**src/hw/rtl/ffa_pkg.sv**
```systemverilog
// ----------------------------------------------------------------------------
// ffa_pkg: shared constants and types
// Widths, status codes and the compare unit's request and response
// structures used by the free-list allocator.
// ----------------------------------------------------------------------------
`timescale 1ns / 1ps
`default_nettype none

package ffa_pkg;

  localparam int POOL_UNITS = 4096;
  localparam int ADDR_W     = $clog2(POOL_UNITS);
  localparam int SIZE_W     = 13;
  localparam int STEP_W     = $clog2(POOL_UNITS + 1);
  localparam int NODE_W     = SIZE_W + ADDR_W;

  localparam logic [2:0] ST_REUSED    = 3'd0;
  localparam logic [2:0] ST_BUMP      = 3'd1;
  localparam logic [2:0] ST_EXHAUSTED = 3'd2;
  localparam logic [2:0] ST_FREED     = 3'd3;
  localparam logic [2:0] ST_REJECTED  = 3'd4;

  // The compare unit tests a >= b + c and hands back the sum b + c.
  typedef struct packed {
    logic [SIZE_W-1:0] a;
    logic [SIZE_W-1:0] b;
    logic [SIZE_W-1:0] c;
  } alu_req_t;

  typedef struct packed {
    logic              ge;
    logic [SIZE_W-1:0] sum;
  } alu_rsp_t;

endpackage

`default_nettype wire

```
**src/hw/rtl/ffa_alu.sv**
```systemverilog
// ----------------------------------------------------------------------------
// ffa_alu: shared add and compare unit
// Computes b + c without overflow and tests whether a reaches that sum.
// ----------------------------------------------------------------------------
`timescale 1ns / 1ps
`default_nettype none

module ffa_alu (
  input  wire ffa_pkg::alu_req_t req,
  output ffa_pkg::alu_rsp_t      rsp
);

  logic [ffa_pkg::SIZE_W:0] wide_sum;

  assign wide_sum = {1'b0, req.b} + {1'b0, req.c};
  assign rsp.ge   = {1'b0, req.a} >= wide_sum;
  assign rsp.sum  = wide_sum[ffa_pkg::SIZE_W-1:0];

endmodule

`default_nettype wire

```
**config.mk**
```make
export PLATFORM = sky130hd
export DESIGN_NAME = ffa_alu
export DESIGN_NICKNAME = d
export VERILOG_FILES = /design/src/hw/rtl/ffa_pkg.sv /design/src/hw/rtl/ffa_alu.sv
export SDC_FILE = /design/constraint.sdc
export NUM_CORES = 1
export LEC_CHECK = 0
export ABC_AREA = 1
export BUFFER_PORTS_ARGS = -buffer_cell sky130_fd_sc_hd__buf_2
export CAP_MARGIN = 20
export CORE_MARGIN = 3
export CORE_UTILIZATION = 30
export DETAILED_ROUTE_END_ITERATION = 8
export PLACE_DENSITY_LB_ADDON = 0.12
export SLEW_MARGIN = 20
export SYNTH_ARGS = -nofsm -noshare
export SYNTH_HDL_FRONTEND = slang
export SYNTH_SLANG_ARGS = --single-unit
```
**constraint.sdc**
```tcl
create_clock -name vclk -period 5.43
set_input_delay 1.629 -clock vclk [all_inputs]
set_output_delay 1.629 -clock vclk [all_outputs]
set_load 0.01 [all_outputs]
```
* Word level (Yosys, flattened, before mapping) *
Cells that the tools add are included.

cells by class
  $add $sub $neg = 1
  multipliers = 0
  divide/modulo/power cells = 0
  $lt $le $gt $ge = 1
  eq/ne operators = 0
  shift operators = 0
  mux-type cells = 0
  bitwise logic cells = 0
  reductions and logical operators = 0

operators with widths
  kind            count
  $add 13x13->14  1
  $ge 13x14->1    1

word-level totals
  bits in registers = 0
  latch bits = 0
  bits in writable memories = 0
  memory bits (read-only) = 0
  input bits = 39
  output and inout port bits = 14
  logic and storage cells = 2
  memories = 0

* Logic depth before layout (Yosys ltp) *
  depth after elaboration = 2
  depth in mapped cells = 18
  gate-level depth less buffers = 18

* Least setup slack after synthesis *
No wires, ideal clock.

  kind = in2out
  start = input req[0] (netlist name)
  end = output rsp[13] (netlist name)
  data arrival time = 3577 ps
  data required time = 3801 ps
  path slack = 224 ps
  cell stages on the path = 16
  buffers on the path = 0
  cells stage by stage = ha_1 inv_1 fa_1 nor3_2 nor2_4 o211ai_1 nand2_1 ha_1 nand2_1 o21ai_0 nand2_1 nand2_1 nand2_1 nand2_1 nand2_1 nand2_1

RTL lines
  item             line           RTL
  start, declared  ffa_alu.sv:9   input wire ffa_pkg::alu_req_t req,
  end, declared    ffa_alu.sv:10  output ffa_pkg::alu_rsp_t rsp

==> run_results.csv <==
group,metric,value,unit
outcome,status,"finished, final reports clean",
pwr,comb_power_share,1.000,
detailed_routing,route.final.wire_length,2901,um
place,place.gp.congestion,0.7924,
critical_path,cp_data_arrival_time,3.67,ns
timing,max-slew-margin-rel,0.8576,
logic_synthesis,synth_cell_type_count,25,
critical_path,crit_type,"input pin to output port",
pwr,switching_share,0.5297,
finish,clockBufferCount,0,
logic_synthesis,synthCells,178,
critical_path,startpoint_type,"input pin",
finish,layout.cell_area.non_filler,1695,um^2
critical_path,critical_path_peak_fanout,4,
detailed_routing,dr.pass1.iters,4,
critical_path,crit_path_cell_trace,"buf_2 > ha_1 > nand2_1 > nor2_1 > nand2_1 > nand3_4 > a21oi_4 > xor2_2 > ha_1 > a21oi_1 > o21ai_1 > nand2_1 > nand2_1 > nand2_1 > nand2_1 > nand2_1 > nand2_1 > buf_2",
detailed_routing,avgViaCountPerCell,4.433,
pwr,netSwitchingPower,127.4,uW
grt,antenna_found_initial,0,
detailed_routing,routed_antenna_nets,0,
detailed_routing,vias,1299,
timing,period_minus_slack,5.298,ns
floorplanning,dieArea,4365,um^2
floorplanning,ios,53,
place,placement_setup_slack,-0.09126,ns
finish,final_layout_fill_cell_count,360,
floorplanning,placementRows,21,
critical_path,worst_ep_required_time,3.80,ns
timing,worst_slack,0.1317,ns
place,numPlacedInstances,291,
finish,antenna-diode-count,0,
pwr,totalPowerFinal,240.5,uW
grt,grt_pass1_vias,1127,
finish,drive_gt1_frac,0.4453,
detailed_routing,wl_per_cell,9.901,um
grt,groute.usage.overall,0.1249,
critical_path,worstPathBufferInverterCount,2,
finish,layoutNonFillerInstCount,293,
pwr,cell_internal_pwr,113.1,uW
timing,final-hold-violation-count,0,
hold_path,min-delay-path-class,"input pin to output port",
hold_path,whs_path_depth,3,
grt,grt_remaining_overflow,0,
hold_path,hp-start,"req[0]",
finish,seqCellArea,0,um^2
finish,n_sequential_cell,0,
critical_path,crit_slowest_cell,"ha_1",
pwr,total_leakage_power,0.0009748,uW
floorplanning,die_width,66.07,um
timing,number_of_setup_violations_in_the_final_report,0,
critical_path,crit_path_end_kind,"output port",
critical_path,max_stage_delay,0.30,ns
timing,setup_tns,0,ns
logic_synthesis,syn_avg_cell_area,6.080,um^2
finish,nNetsFinal,315,
timing,fin_crit_sh,0.9757,
pwr,power.density_cell_area,141.8,nW/um^2
grt,grt_first_pass_wirelength,4498,um
critical_path,critPathMostFrequentCell,"nand2_1",
job,maxCapViolCount,0,
logic_synthesis,mappedNetlistNets,244,
finish,area_growth_syn_to_layout,56.65,%
critical_path,critPathTopFamily,"simple AND/OR/NAND/NOR gates",
floorplanning,floorplan.initialDensity,0.3168,
place,place_area,1510,um^2
timing,grt_setup_unrepaired,"yes",
pwr,clockPowerShare,0,
detailed_routing,drc,0,
timing,max_slew.worst_pin.slew,0.2128,ns
clock_network,post_cts_hold_buffer_count,0,
pwr,pwr-share-seq,0,
timing,slew_viol_final,0,
logic_synthesis,ys.warnings.count,0,
place,detailed_place_hpwl,2538,um
timing,fmax,188.7,MHz
place,portBuffers,53,
floorplanning,die-height,66.07,um
logic_synthesis,synthesis.area,1082,um^2
critical_path,wp_depth,18,
pwr,power.ir.vdd_worst,44.93,uV
grt,maximum_number_of_pins_on_one_net_before_global_route_repair,7,
hold_path,holdPathEnd,"rsp[0]",
detailed_routing,iteration_0_drc_markers,35,
logic_synthesis,yosysSeqAreaShare,0,
floorplanning,fp.coreArea,3416,um^2
area by class of cell:
class | instances | area, um^2 | share of cell area
multi-input combinational | 145 | 1116 | 0.6583
timing repair buffer | 69 | 397.9 | 0.2347
inverter | 33 | 123.9 | 0.07306
tap | 46 | 57.56 | 0.03395
worst max path at each step:
| stage | startpoint | to | slack [ns] |
|---|---|---|---|
| floorplan | req[0] | rsp[13] | 0.22 |
| global placement | req[0] | rsp[13] | -0.06 |
| detailed placement | req[0] | rsp[13] | -0.09 |
| CTS | req[4] | rsp[13] | 0.01 |
| global route | req[13] | rsp[13] | -0.04 |
| finish | req[1] | rsp[13] | 0.13 |
Yosys cell counts:
cell	count	share of area
nand4_1	2	0.012
a21oi_1	12	0.055
o211ai_1	2	0.014
o21ai_0	3	0.014
a21oi_2	2	0.016
inv_2	4	0.014
nand2_1	49	0.17
nand3_2	2	0.018
o21ai_2	2	0.016
ha_1	26	0.30
nor2_1	14	0.049
o21bai_1	1	0.0069
inv_1	29	0.10
nor2_4	1	0.010
fa_1	1	0.018
o21ai_1	2	0.0092
xnor2_1	4	0.032
nor3_2	1	0.0092
nor2_2	1	0.0058
o21a_1	1	0.0069
xor2_2	1	0.015
xor2_1	6	0.049
nand2_2	2	0.012
nor3_1	1	0.0046
nand3_1	9	0.042
routing by layer:
layer  GRT usage  share of wire  vias to the layer above
met5           0              0                        -
met4           0              0                        0
met3    0.003401          0.054                        0
met2      0.2228           0.47                       34
met1      0.1769           0.48                      553
li1            -              -                      712
tightest hold or removal path, cell delays in order:
cell	delay, ns
buf_6	0.07
ha_4	0.12
buf_2	0.12
placed cells by master (no fill, tap or decap), types with 5 or more instances in the layout:
| master | Yosys | layout |
|---|---|---|
| inv_1 | 29 | 27 |
| nand3_1 | 9 | 8 |
| buf_4 | 0 | 16 |
| nor2_1 | 14 | 13 |
| a21oi_1 | 12 | 7 |
| nand2_2 | 2 | 6 |
| nand2_1 | 49 | 45 |
| inv_2 | 4 | 6 |
| buf_2 | 0 | 51 |
| a21oi_2 | 2 | 5 |
| ha_1 | 26 | 18 |
per-stage QoR:
stage | hold slack (ns) | util
after global routing | 3.579 | 0.4963
after floorplan | 3.415 | -
after CTS | 3.612 | 0.4484
final | 3.566 | 0.4963
after detailed placement | 3.612 | 0.4421
after global placement | 3.598 | 0.4421
power groups by stage:
stage          Combinational (uW)  Sequential (uW)  Clock, uW
6_report                      240                0          0
5_1_grt                       273                0          0
4_1_cts                       220                0          0
3_5_place_dp                  216                0          0
3_3_place_gp                  216                0          0
2_1_floorplan                 136                0          0
cell families (layout without fill, tap and decap cells):
| logic type | Yosys count | in the layout | synth area share |
|---|---|---|---|
| compound gates | 25 | 25 | 0.1387 |
| xor+xnor | 11 | 11 | 0.09595 |
| fa+ha+maj | 27 | 27 | 0.3191 |
| buf+inv | 33 | 102 | 0.1144 |
| simple gates | 82 | 82 | 0.3318 |
timing repair:
| action | in CTS | in global routing |
|---|---|---|
| buffers inserted | 0 | 2 |
| endpoints found under the setup margin | 1 | 1 |
| gates resized for setup | 4 | 30 |
| pin swaps | 1 | 17 |
(Power assumes the default switching activity.)
